===== src/rtl/rigid_transform_stack_top_assert.svh =====
// Assertion macros for the rigid transform stack.
// Defining NO_ASSERTIONS turns every macro into an empty body.
`ifndef RIGID_TRANSFORM_STACK_TOP_ASSERT_SVH
`define RIGID_TRANSFORM_STACK_TOP_ASSERT_SVH
`ifndef NO_ASSERTIONS
`define RTS_ASSERT_IMPL(label, clk, rst, prop, msg) \
   label: assert property (@(posedge clk) disable iff (rst) prop) else $error(msg);
`define RTS_ASSERT_ALWAYS(label, clk, prop, msg) \
   label: assert property (@(posedge clk) prop) else $error(msg);
`else
`define RTS_ASSERT_IMPL(label, clk, rst, prop, msg)
`define RTS_ASSERT_ALWAYS(label, clk, prop, msg)
`endif
`endif


===== src/rtl/rts_pkg.sv =====
// Shared types, constants and helpers for the rigid transform stack.
// No dependencies.
`timescale 1ns / 1ps
package rts_pkg;
   localparam int unsigned StackDepthDefault = 32;
   localparam int unsigned LevelWidth = 6;
   localparam logic signed [15:0] Q14One = 16'sd16384;

   typedef enum logic [1:0] {
      OP_PUSH  = 2'd0,
      OP_POP   = 2'd1,
      OP_QUERY = 2'd2,
      OP_SPARE = 2'd3
   } opcode_type;

   typedef struct packed {
      logic [1:0]         opcode;
      logic signed [31:0] pos_x;
      logic signed [31:0] pos_y;
      logic signed [31:0] pos_z;
      logic [47:0]        right_column;
      logic [47:0]        up_column;
      logic [47:0]        forward_column;
   } req_type;

   typedef struct packed {
      logic [47:0]        top_row0;
      logic [47:0]        top_row1;
      logic [47:0]        top_row2;
      logic signed [31:0] top_x;
      logic signed [31:0] top_y;
      logic signed [31:0] top_z;
      logic [5:0]         level;
      logic               refused;
   } rsp_type;

   // controller to datapath
   typedef struct packed {
      logic       load;       // capture request
      logic       clear_acc;  // zero the accumulator
      logic       mac;        // accumulate one product
      logic [1:0] row;        // parent row r
      logic [1:0] k;          // inner index
      logic [1:0] col;        // 0..2 rotation column, 3 translation
      logic       store_term; // latch finished term into row buffer
      logic       write_row;  // write row buffer to stores
      logic       use_ident;  // parent is the empty-stack identity
      logic       load_row;   // capture parent row from the stores
   } cmd_type;

   function automatic logic signed [15:0] term16(input logic [47:0] packed_v,
                                                 input logic [1:0] i);
      case (i)
         2'd0:    term16 = packed_v[15:0];
         2'd1:    term16 = packed_v[31:16];
         default: term16 = packed_v[47:32];
      endcase
   endfunction
endpackage


===== src/rtl/rts_ctrl.sv =====
// Controller: sequences push composition, pops, queries and the response.
// Depends on rts_pkg and rigid_transform_stack_top_assert.svh; drives rts_datapath.
`timescale 1ns / 1ps
`include "rigid_transform_stack_top_assert.svh"
module rts_ctrl #(
   parameter int unsigned StackDepth = rts_pkg::StackDepthDefault,
   localparam int unsigned AddrWidth = $clog2(3 * StackDepth),
   localparam int unsigned CntWidth = $clog2(StackDepth + 1)
) (
   input  logic                 clock,
   input  logic                 reset,
   input  logic                 req_valid,
   output logic                 req_ready,
   input  logic [1:0]           req_opcode,
   output logic                 rsp_valid,
   input  logic                 rsp_ready,
   output logic [5:0]           rsp_level,
   output logic                 rsp_refused,
   output logic                 rsp_ident,
   output logic [1:0]           rsp_row,
   output logic                 rsp_row_we,
   output rts_pkg::cmd_type     cmd,
   output logic [AddrWidth-1:0] rd_addr,
   output logic [AddrWidth-1:0] wr_addr
);
   typedef enum logic [2:0] {
      ST_IDLE, ST_LOADP, ST_MAC, ST_FIN, ST_RDTOP, ST_RDWAIT, ST_OUT
   } state_type;

   state_type           state_ff;
   logic [CntWidth-1:0] level_ff;
   logic [1:0]          row_ff, col_ff, k_ff, rdrow_ff;
   logic [2:0]          drain_ff;
   logic                refused_ff, rsp_valid_ff;

   function automatic logic [AddrWidth-1:0] addr_of(input logic [CntWidth-1:0] e,
                                                     input logic [1:0] r);
      addr_of = AddrWidth'(3 * int'(e) + int'(r));
   endfunction

   logic ident_now;
   assign ident_now = (level_ff == '0);

   always_comb begin
      cmd = '0;
      cmd.row = row_ff;
      cmd.col = col_ff;
      cmd.k   = k_ff;
      cmd.load = req_valid && req_ready;
      rd_addr = addr_of(ident_now ? '0 : level_ff - 1'b1, rdrow_ff);
      wr_addr = addr_of(level_ff, row_ff);
      case (state_ff)
         ST_LOADP: begin
            cmd.clear_acc = drain_ff == 3'd1;
            cmd.use_ident = (drain_ff == 3'd1) && ident_now;
            cmd.load_row  = (drain_ff == 3'd1) && !ident_now;
            cmd.col = 2'd0;
         end
         ST_MAC:  cmd.mac = 1'b1;
         ST_FIN: begin
            cmd.store_term = drain_ff == 3'd0;
            cmd.write_row  = drain_ff == 3'd1;
            cmd.clear_acc  = 1'b1;
         end
         default: ;
      endcase
   end

   // Push: per row, load parent row, then 4 columns x (3 MACs + drain), then write the row.
   always_ff @(posedge clock) begin
      if (reset) begin
         state_ff <= ST_IDLE;
         level_ff <= '0;
         rsp_valid_ff <= 1'b0;
         refused_ff <= 1'b0;
         row_ff <= '0; col_ff <= '0; k_ff <= '0; rdrow_ff <= '0;
         drain_ff <= '0;
      end else begin
         case (state_ff)
            ST_IDLE: begin
               if (req_valid && req_ready) begin
                  row_ff <= '0; rdrow_ff <= '0;
                  if (req_opcode == rts_pkg::OP_PUSH) begin
                     refused_ff <= (32'(level_ff) >= StackDepth);
                     if (32'(level_ff) >= StackDepth) begin
                        state_ff <= ST_RDTOP;
                     end else begin
                        drain_ff <= '0;
                        state_ff <= ST_LOADP;
                     end
                  end else begin
                     refused_ff <= (req_opcode == rts_pkg::OP_POP) && (level_ff == '0);
                     if (req_opcode == rts_pkg::OP_POP && level_ff != '0) begin
                        level_ff <= level_ff - 1'b1;
                     end
                     state_ff <= ST_RDTOP;
                  end
               end
            end
            ST_LOADP: begin
               if (drain_ff == 3'd1) begin
                  col_ff <= '0; k_ff <= '0; drain_ff <= '0;
                  state_ff <= ST_MAC;
               end else begin
                  drain_ff <= drain_ff + 3'd1;
               end
            end
            ST_MAC: begin
               if (k_ff == 2'd2) begin
                  k_ff <= '0;
                  drain_ff <= '0;
                  state_ff <= ST_FIN;
               end else begin
                  k_ff <= k_ff + 2'd1;
               end
            end
            ST_FIN: begin
               if (drain_ff == 3'd0 && col_ff != 2'd3) begin
                  col_ff <= col_ff + 2'd1;
                  state_ff <= ST_MAC;
               end else if (drain_ff == 3'd0) begin
                  drain_ff <= 3'd1;
               end else begin
                  if (row_ff == 2'd2) begin
                     level_ff <= level_ff + 1'b1;
                     rdrow_ff <= '0;
                     state_ff <= ST_RDTOP;
                  end else begin
                     row_ff <= row_ff + 2'd1;
                     rdrow_ff <= rdrow_ff + 2'd1;
                     drain_ff <= '0;
                     state_ff <= ST_LOADP;
                  end
               end
            end
            ST_RDTOP: begin
               state_ff <= ST_RDWAIT;
            end
            ST_RDWAIT: begin
               if (rdrow_ff == 2'd2) begin
                  rsp_valid_ff <= 1'b1;
                  state_ff <= ST_OUT;
               end else begin
                  rdrow_ff <= rdrow_ff + 2'd1;
                  state_ff <= ST_RDTOP;
               end
            end
            ST_OUT: begin
               if (rsp_ready) begin
                  rsp_valid_ff <= 1'b0;
                  state_ff <= ST_IDLE;
               end
            end
            default: state_ff <= ST_IDLE;
         endcase
      end
   end

   assign req_ready   = (state_ff == ST_IDLE);
   assign rsp_valid   = rsp_valid_ff;
   assign rsp_level   = 6'(level_ff);
   assign rsp_refused = refused_ff;
   assign rsp_ident   = ident_now;
   assign rsp_row     = rdrow_ff;
   assign rsp_row_we  = (state_ff == ST_RDWAIT);

   `RTS_ASSERT_IMPL(a_level_bound, clock, reset, 32'(level_ff) <= StackDepth,
      "level beyond depth")
   `RTS_ASSERT_IMPL(a_no_accept_busy, clock, reset,
      (state_ff != ST_IDLE) |-> !req_ready, "ready while busy")
   `RTS_ASSERT_IMPL(a_rsp_only_out, clock, reset,
      rsp_valid |-> (state_ff == ST_OUT), "response outside output state")
   `RTS_ASSERT_ALWAYS(a_reset_idle, clock, $past(reset) |-> !rsp_valid,
      "response after reset")
endmodule


===== config.mk =====
export PLATFORM = sky130hd
export DESIGN_NAME = rts_ctrl
export DESIGN_NICKNAME = d
export VERILOG_FILES = /design/src/rtl/rts_pkg.sv /design/src/rtl/rts_ctrl.sv
export VERILOG_INCLUDE_DIRS = /design/src /design/src/rtl
export SDC_FILE = /design/constraint.sdc
export NUM_CORES = 1
export LEC_CHECK = 0
export ABC_AREA = 1
export BUFFER_PORTS_ARGS = -buffer_cell sky130_fd_sc_hd__buf_4
export CORE_AREA = 8 8 91 93
export CTS_CLUSTER_DIAMETER = 150
export DETAILED_ROUTE_END_ITERATION = 7
export DIE_AREA = 0 0 99 101
export SLEW_MARGIN = 15
export SYNTH_ARGS = -nofsm -noshare
export SYNTH_HDL_FRONTEND = slang
export SYNTH_SLANG_ARGS = --single-unit

===== constraint.sdc =====
create_clock -name clock -period 7.1 [get_ports clock]
set_input_delay 2.13 -clock clock [delete_from_list [all_inputs] [get_ports clock]]
set_output_delay 2.13 -clock clock [all_outputs]
set_load 0.01 [all_outputs]

==> flow_metrics.env, run 1 <==
export IMPL_fin_tns_setup_ns=0
export IMPL_critPathCapture="rd_addr[5]"
export IMPL_yosysSeqAreaShare_pct=19.2
export IMPL_critPathMostFrequentCell="inv_1"
export IMPL_finalCriticalPeriod_ns=5.14
export IMPL_port_buffers=45
export IMPL_reg2reg_setup_slack_ns=5.13
export IMPL_arrival_ns=3.01
export IMPL_ys_types=32
export IMPL_drt_initial_drc_count=63
export IMPL_grt_max_degree=22
export IMPL_wl_per_cell_um=11.6
export IMPL_cp_top_family="adder cells"
export IMPL_dr_pass1_iters=4
export IMPL_tightest_slew_ns=0.477
export IMPL_die_width_um=99
export IMPL_yosysMostFrequentCell="nand2_1"
export IMPL_synth_area_leaders="dfxtp_1 19%, ha_1 18%, nand2_1 14%"
export IMPL_fin_ws_ns=1.96
export IMPL_place_area_um2=2710
export IMPL_hold_viol=0
export IMPL_avgSynthCellArea_um2=6.41
export IMPL_gr_total_overflow=0
export IMPL_drc=0
export IMPL_cp_startpoint="rsp_level[0]"
export IMPL_fmax_mhz=195
export IMPL_synth_mux_area_share_pct=0
export IMPL_synth_simple_area_share_pct=33.5
export IMPL_drive_above_1_share_pct=17.1
export IMPL_cts_buffers_inserted=3
export IMPL_clk_pin_slew_ns=0.08
export IMPL_path_class="flop to output pin"
export IMPL_outcome="finished clean"
export IMPL_yosysTopAreaCell="dfxtp_1"
export IMPL_setup_worst_path_start_class="flop"
export IMPL_synthAdderAreaFrac_pct=20.6
export IMPL_clk_latency_ns=0.26
export IMPL_root_buffer="clkbuf_8"
export IMPL_fin_area_um2=2760
export IMPL_synth_xor_xnor_area_share_pct=4.57
export IMPL_cts_setup_buffers=0
export IMPL_critPathSlowestCell="dfxtp_1"
export IMPL_min_path_type="flop to flop"
export IMPL_cts_resized=0
export IMPL_path_depth=12
export IMPL_clock_skew_ns=0.00114
export IMPL_synth_ff_type="dfxtp_1"
export IMPL_routed_wl_mm=5.61
export IMPL_period_share_pct=72.3
export IMPL_yosys_warnings=0
export IMPL_critPathMaxFanout=12
export IMPL_syn_nets=401
export IMPL_cts_tree="yes"
export IMPL_grt_pass1_wl_mm=9.62
export IMPL_nFillCells=745
export IMPL_async_flop_share_pct=0
export IMPL_gp_congestion=0.848
export IMPL_htree_num_levels=1
export IMPL_synth_top_area_share_pct=19.2
export IMPL_grt_usage_pct=11.5
export IMPL_drv_slew=0
export IMPL_slew_headroom_pct=68.2
export IMPL_r2r_cells=10
export IMPL_die_h_um=101
export IMPL_num_vias=2257
export IMPL_ys_seq_elements=22
export IMPL_pin_count=46
export IMPL_maxCapViolCount=0
export IMPL_synth_cells=359
export IMPL_synth_top_family_by_area="simple AND/OR/NAND/NOR gates"
export IMPL_vias_per_cell=4.65
export IMPL_n_antenna_cell=0
export IMPL_critPathBufInv=4
export IMPL_cts_sinks=22
export IMPL_dieArea_um2=10000
export IMPL_required_ns=4.97
export IMPL_clk_path_buf_depth=2
export IMPL_syn_area_um2=2300
export IMPL_holdBufCountCts=0
export IMPL_grt_pass1_vias=2261
export IMPL_ant_nets=0
export IMPL_rsz0062_at_grt="no"
export IMPL_num_nets_final=446
export IMPL_cp_slowest_stage_delay_ns=0.60
export IMPL_critPathCaptureType="output pin"
export IMPL_r2r_end="rsp_level[0]"
export IMPL_areaGrowthSynthToFinish_pct=20.0
export IMPL_placeableCoreArea_um2=6940
export IMPL_synth_compound_area_share_pct=10.2
export IMPL_pre_cts_slack_ns=2.22
export IMPL_start_util_pct=33.1
export IMPL_antenna_found_initial=0
export IMPL_path_cells="inv_1 > ha_1 > xor2_1 > nand2_1 > inv_1 > ha_1 > inv_1 > fa_1 > o21ai_0 > a21oi_1 > xor2_1 > buf_4"
export IMPL_r2r_start="rsp_level[0]"
export IMPL_synthTopCellsByCount="88 x nand2_1, 60 x inv_1, 48 x nor2_1"
export IMPL_finalSetupViolCount=0
export IMPL_dp_hpwl_mm=4.71
export IMPL_rows=31
export IMPL_synth_edf_count=0
## area by class of cell
class	instances	area [um^2]	share of cell area (%)
multi-input cells	268	1580	57.4
flip-flops and latches	22	440	16.0
repair buffers	45	338	12.2
well taps	82	103	3.72
inverters	64	240	8.70
clock buffers	4	55.1	1.99
## metrics by stage
| step | hold WS, ns | util (%) | instances |
|---|---|---|---|
| final | 0.449 | 39.8 | 485 |
| after global routing | 0.479 | 39.8 | 485 |
| after CTS | 0.455 | 39.8 | 485 |
| after detailed placement | 0.444 | 39.0 | 481 |
| after global placement | 0.442 | 39.0 | 481 |
| after floorplan | 0.452 | - | 359 |
## layer usage
layer / track usage [%] / up-vias / wire, um
met4: 2.83 / 0 / 64
li1: - / 1210 / -
met1: 12.9 / 999 / 2510
met2: 21.6 / 39 / 2780
met3: 1.93 / 9 / 245
met5: 0 / - / 0
## cells in the final DEF, fill, tap and decap left out, types with 2 or more instances in the layout
cell type and count:
xor2_1 9, o21bai_1 2, fa_1 3, inv_1 60, ha_1 33, nor2_2 4
nor2_4 2, dfxtp_1 22, inv_2 4, nand3_2 2, a21oi_1 14, clkbuf_8 4
xnor2_1 3, o21ai_0 18, buf_4 45, nand2_1 88, nor2_1 48, nand4_1 2
nand2_2 3, nand3_1 24, o21ai_1 4
## registers in the layout, indices dropped and copies added (netlist names)
name         cells
col_ff           2
drain_ff         3
k_ff             2
row_ff           2
rsp_level        6
rsp_refused      1
rsp_row          2
rsp_valid        1
state_ff         3
## kinds of logic after synthesis
| logic type | Yosys count |
|---|---|
| AO/OA/AOI/OAI | 43 |
| XOR/XNOR | 12 |
| adder cells (fa/ha/maj) | 36 |
| buffers and inverters | 69 |
| flip-flops | 22 |
| AND/OR/NAND/NOR | 177 |
## worst min-delay path by stage
stage / start / end / slack [ns] / cells after the start
6_report: k_ff[0] / k_ff[0] / 0.45 / 1
5_1_grt: k_ff[0] / k_ff[0] / 0.48 / 1
4_1_cts: k_ff[0] / k_ff[0] / 0.45 / 1
3_5_place_dp: k_ff[0] / k_ff[0] / 0.44 / 1
3_3_place_gp: k_ff[0] / k_ff[0] / 0.44 / 1
2_1_floorplan: drain_ff[2] / drain_ff[2] / 0.45 / 2
Power of run 1 is not shown: default switching activity piles up to over one toggle a cycle in this logic, so the estimate is an artifact.
==> inputs of run 2 (changes only) <==
--- a/config.mk
+++ b/config.mk
@@ -6,12 +6,12 @@
 export SDC_FILE = /design/constraint.sdc
 export NUM_CORES = 1
 export LEC_CHECK = 0
-export ABC_AREA = 1
+export ABC_AREA = 0
 export BUFFER_PORTS_ARGS = -buffer_cell sky130_fd_sc_hd__buf_4
-export CORE_AREA = 8 8 91 93
+export CORE_AREA = 8 8 88 90
 export CTS_CLUSTER_DIAMETER = 150
 export DETAILED_ROUTE_END_ITERATION = 7
-export DIE_AREA = 0 0 99 101
+export DIE_AREA = 0 0 96 98
 export SLEW_MARGIN = 15
 export SYNTH_ARGS = -nofsm -noshare
 export SYNTH_HDL_FRONTEND = slang
==> constraint.sdc (replaced) <==
create_clock -name clock -period 4.8 [get_ports clock]
set_input_delay 1.44 -clock clock [delete_from_list [all_inputs] [get_ports clock]]
set_output_delay 1.44 -clock clock [all_outputs]
set_load 0.01 [all_outputs]
==> run 2 against run 1 <==
Via count shrank 13%. Critical path type unchanged. Final cell count shrank 20%. Die area shrank 5.9%. Largest cell class unchanged. Clock skew grew 0.0037 ns. Sequential share of layout area grew 0.92 points. Core utilization grew 0.44 points. Critical path depth grew 1. Sequential cell count is the same. Design area shrank 5.4%. Synthesized cell count shrank 26%. Worst setup slack lost 1.6 ns. Global-route usage is essentially flat.
==> flow_metrics.env, run 2 <==
export IMPL_async_flop_share_pct=0
export IMPL_syn_nets=309
export IMPL_synth_area_leaders="dfxtp_1 21%, ha_1 19%, nor2_1 5.6%"
export IMPL_drc=0
export IMPL_fin_tns_setup_ns=0
export IMPL_min_path_cells=2
export IMPL_hold_viol=0
export IMPL_yosysMostFrequentCell="ha_1"
export IMPL_holdCritStartpoint="col_ff[1]"
export IMPL_clk_latency_ns=0.27
export IMPL_dr_pass1_iters=4
export IMPL_clockPowerShare_pct=25.6
export IMPL_mostFrequentLayoutCell="buf_4"
export IMPL_num_vias=1954
export IMPL_power_report_internal_total_mw=0.434
export IMPL_ys_types=49
export IMPL_dp_hpwl_mm=4.23
export IMPL_largest_reg_flops=6
export IMPL_start_util_pct=32.9
export IMPL_r2r_end="rsp_level[5]"
export IMPL_met3_usage_pct=2.69
export IMPL_r2r_cells=5
export IMPL_clock_skew_ns=0.00480
export IMPL_num_nets_final=351
export IMPL_yosysTopAreaCell="dfxtp_1"
export IMPL_synthAdderAreaFrac_pct=22.2
export IMPL_root_buffer="clkbuf_8"
export IMPL_outcome="finished clean"
export IMPL_htree_num_levels=1
export IMPL_synth_xor_xnor_area_share_pct=5.74
export IMPL_tightest_slew_ns=0.595
export IMPL_busiest_layer="met2"
export IMPL_cts_sinks=22
export IMPL_place_area_um2=2540
export IMPL_finalCriticalPeriod_ns=4.46
export IMPL_syn_area_um2=2130
export IMPL_grt_use_met1_pct=15.1
export IMPL_grt_max_degree=25
export IMPL_slew_headroom_pct=60.0
export IMPL_rsz0062_at_grt="no"
export IMPL_power_switching_mw=0.259
export IMPL_grt_pass1_vias=1881
export IMPL_ant_nets=0
export IMPL_synthTopCellsByCount="33 x ha_1, 32 x nor2_1, 29 x inv_1"
export IMPL_path_class="flop to output pin"
export IMPL_avgSynthCellArea_um2=7.99
export IMPL_min_path_type="flop to flop"
export IMPL_critPathSlowestCell="dfxtp_1"
export IMPL_finalSetupViolCount=0
export IMPL_fin_ws_ns=0.336
export IMPL_critPathMaxFanout=7
export IMPL_rows=30
export IMPL_period_share_pct=93.0
export IMPL_yosysSeqAreaShare_pct=20.6
export IMPL_required_ns=3.36
export IMPL_yosys_warnings=0
export IMPL_power_total_mw=0.693
export IMPL_dieArea_um2=9410
export IMPL_reg2reg_setup_slack_ns=2.67
export IMPL_drv_slew=0
export IMPL_drt_initial_drc_count=64
export IMPL_clk_pin_slew_ns=0.09
export IMPL_synth_cells=267
export IMPL_synth_top_family_by_area="simple AND/OR/NAND/NOR gates"
export IMPL_ys_seq_elements=22
export IMPL_vias_per_cell=5.04
export IMPL_gr_total_overflow=0
export IMPL_p_leak_nw=1.30
export IMPL_path_cells="inv_1 > ha_1 > xor2_1 > nand2_1 > inv_1 > ha_1 > ha_1 > a21o_1 > a21oi_1 > o21bai_1 > a21oi_1 > xnor2_1 > buf_4"
export IMPL_areaGrowthSynthToFinish_pct=22.3
export IMPL_cts_tree="yes"
export IMPL_nFillCells=684
export IMPL_pre_cts_slack_ns=0.473
export IMPL_holdBufCountCts=0
export IMPL_arrival_ns=3.02
export IMPL_die_h_um=98
export IMPL_multi_input_area_um2=1540
export IMPL_r2r_start="state_ff[0]"
export IMPL_synth_ff_type="dfxtp_1"
export IMPL_critPathMostFrequentCell="ha_1"
export IMPL_fin_area_um2=2610
export IMPL_n_antenna_cell=0
export IMPL_setup_worst_path_start_class="flop"
export IMPL_grt_usage_pct=11.4
export IMPL_pin_count=46
export IMPL_synth_compound_area_share_pct=16.4
export IMPL_gr_usage_met2_pct=17.5
export IMPL_die_width_um=96
export IMPL_synth_simple_area_share_pct=23.0
export IMPL_drive_above_1_share_pct=20.8
export IMPL_critPathCaptureType="output pin"
export IMPL_ir_worst_vdd_mv=0.139
export IMPL_synth_top_area_share_pct=20.6
export IMPL_wl_per_cell_um=13.5
export IMPL_p_seq_share_pct=36.8
export IMPL_whs_endpoint="col_ff[1]"
export IMPL_port_buffers=45
export IMPL_clk_path_buf_depth=2
export IMPL_final_cell_mix="46 x buf_4, 33 x ha_1, 32 x nor2_1"
export IMPL_antenna_found_initial=0
export IMPL_gp_congestion=0.764
export IMPL_placeableCoreArea_um2=6490
export IMPL_power_density_nw_per_um2=266
export IMPL_regArea_um2=440
export IMPL_synth_mux_area_share_pct=4.92
export IMPL_cp_slowest_stage_delay_ns=0.48
export IMPL_switching_share_pct=37.4
export IMPL_maxCapViolCount=0
export IMPL_routed_wl_mm=5.22
export IMPL_fmax_mhz=224
export IMPL_synth_edf_count=0
export IMPL_cts_buffers_inserted=3
export IMPL_pwr_share_comb_pct=37.5
export IMPL_grt_pass1_wl_mm=8.86
-- run 2: cell count changes in the layout (fill, tap and decap cells not counted), sizes merged, moves of 6 or more --
cell and change:
inv -34, mux2i +6, nand2 -74, nand3 -22, nor2 -21, nor3 +8, o21ai -16, xnor2 +10
xor2 -8
-- run 2: worst max path at each step --
stage                 startpoint    endpoint  slack, ns  cells after the start
floorplan           rsp_level[0]  rd_addr[6]       0.57                     12
global route        rsp_level[1]  rd_addr[6]       0.11                     13
detailed placement  rsp_level[1]  rd_addr[6]       0.47                     13
finish              rsp_level[1]  rd_addr[6]       0.34                     13
CTS                 rsp_level[1]  rd_addr[6]       0.15                     13
global placement    rsp_level[1]  rd_addr[6]       0.56                     13
-- run 2: cell type report --
cell class / count / share of cell area [%]
repair buffers: 46 / 13.2
clock buffers: 3 / 1.58
multi-input cells: 206 / 59.0
clock inverters: 1 / 1.15
inverters: 30 / 4.31
flip-flops and latches: 22 / 16.9
well taps: 80 / 3.84
-- run 2: cell families after synthesis --
logic type	after synthesis
AO/OA/AOI/OAI	52
XOR/XNOR	14
multiplexers	10
adder cells (fa/ha/maj)	36
buffers and inverters	39
AND/OR/NAND/NOR	94
flip-flops	22
-- run 2: what timing repair did --
item | CTS | global route
setup endpoints to repair | 0 | 1
buffers inserted | 0 | 0
resized for setup | 0 | 1
-- run 2: power groups by stage --
| stage | sequential [mW] | clock [mW] | combinational (mW) |
|---|---|---|---|
| after global routing | 0.263 | 0.190 | 0.293 |
| after detailed placement | 0.259 | 0 | 0.260 |
| final | 0.255 | 0.178 | 0.260 |
| after global placement | 0.260 | 0 | 0.259 |
| after floorplan | 0.225 | 0 | 0.218 |
| after CTS | 0.255 | 0.184 | 0.261 |
-- run 2: metrics by stage --
stage	hold slack, ns	util [%]	instances
2_1_floorplan	0.444	-	267
3_3_place_gp	0.457	39.1	384
3_5_place_dp	0.478	39.1	384
4_1_cts	0.492	40.2	388
5_1_grt	0.536	40.2	388
6_report	0.484	40.2	388
-- run 2: critical path: cells and delay by family (launching register included) --
kind / cells / cell delay, ns
adder cells (fa/ha/maj): 3 / 0.86
AO/OA/AOI/OAI: 4 / 0.64
flip-flops: 1 / 0.48
buffers and inverters: 3 / 0.36
XOR/XNOR: 2 / 0.30
AND/OR/NAND/NOR: 1 / 0.12
-- run 2: metal layers --
layer / part of all wire, % / vias to the layer above
li1: - / 997
met1: 48 / 905
met2: 44 / 46
met3: 6.4 / 6
met4: 1.5 / 0
met5: 0 / -
Power figures use the tool's default switching activity.
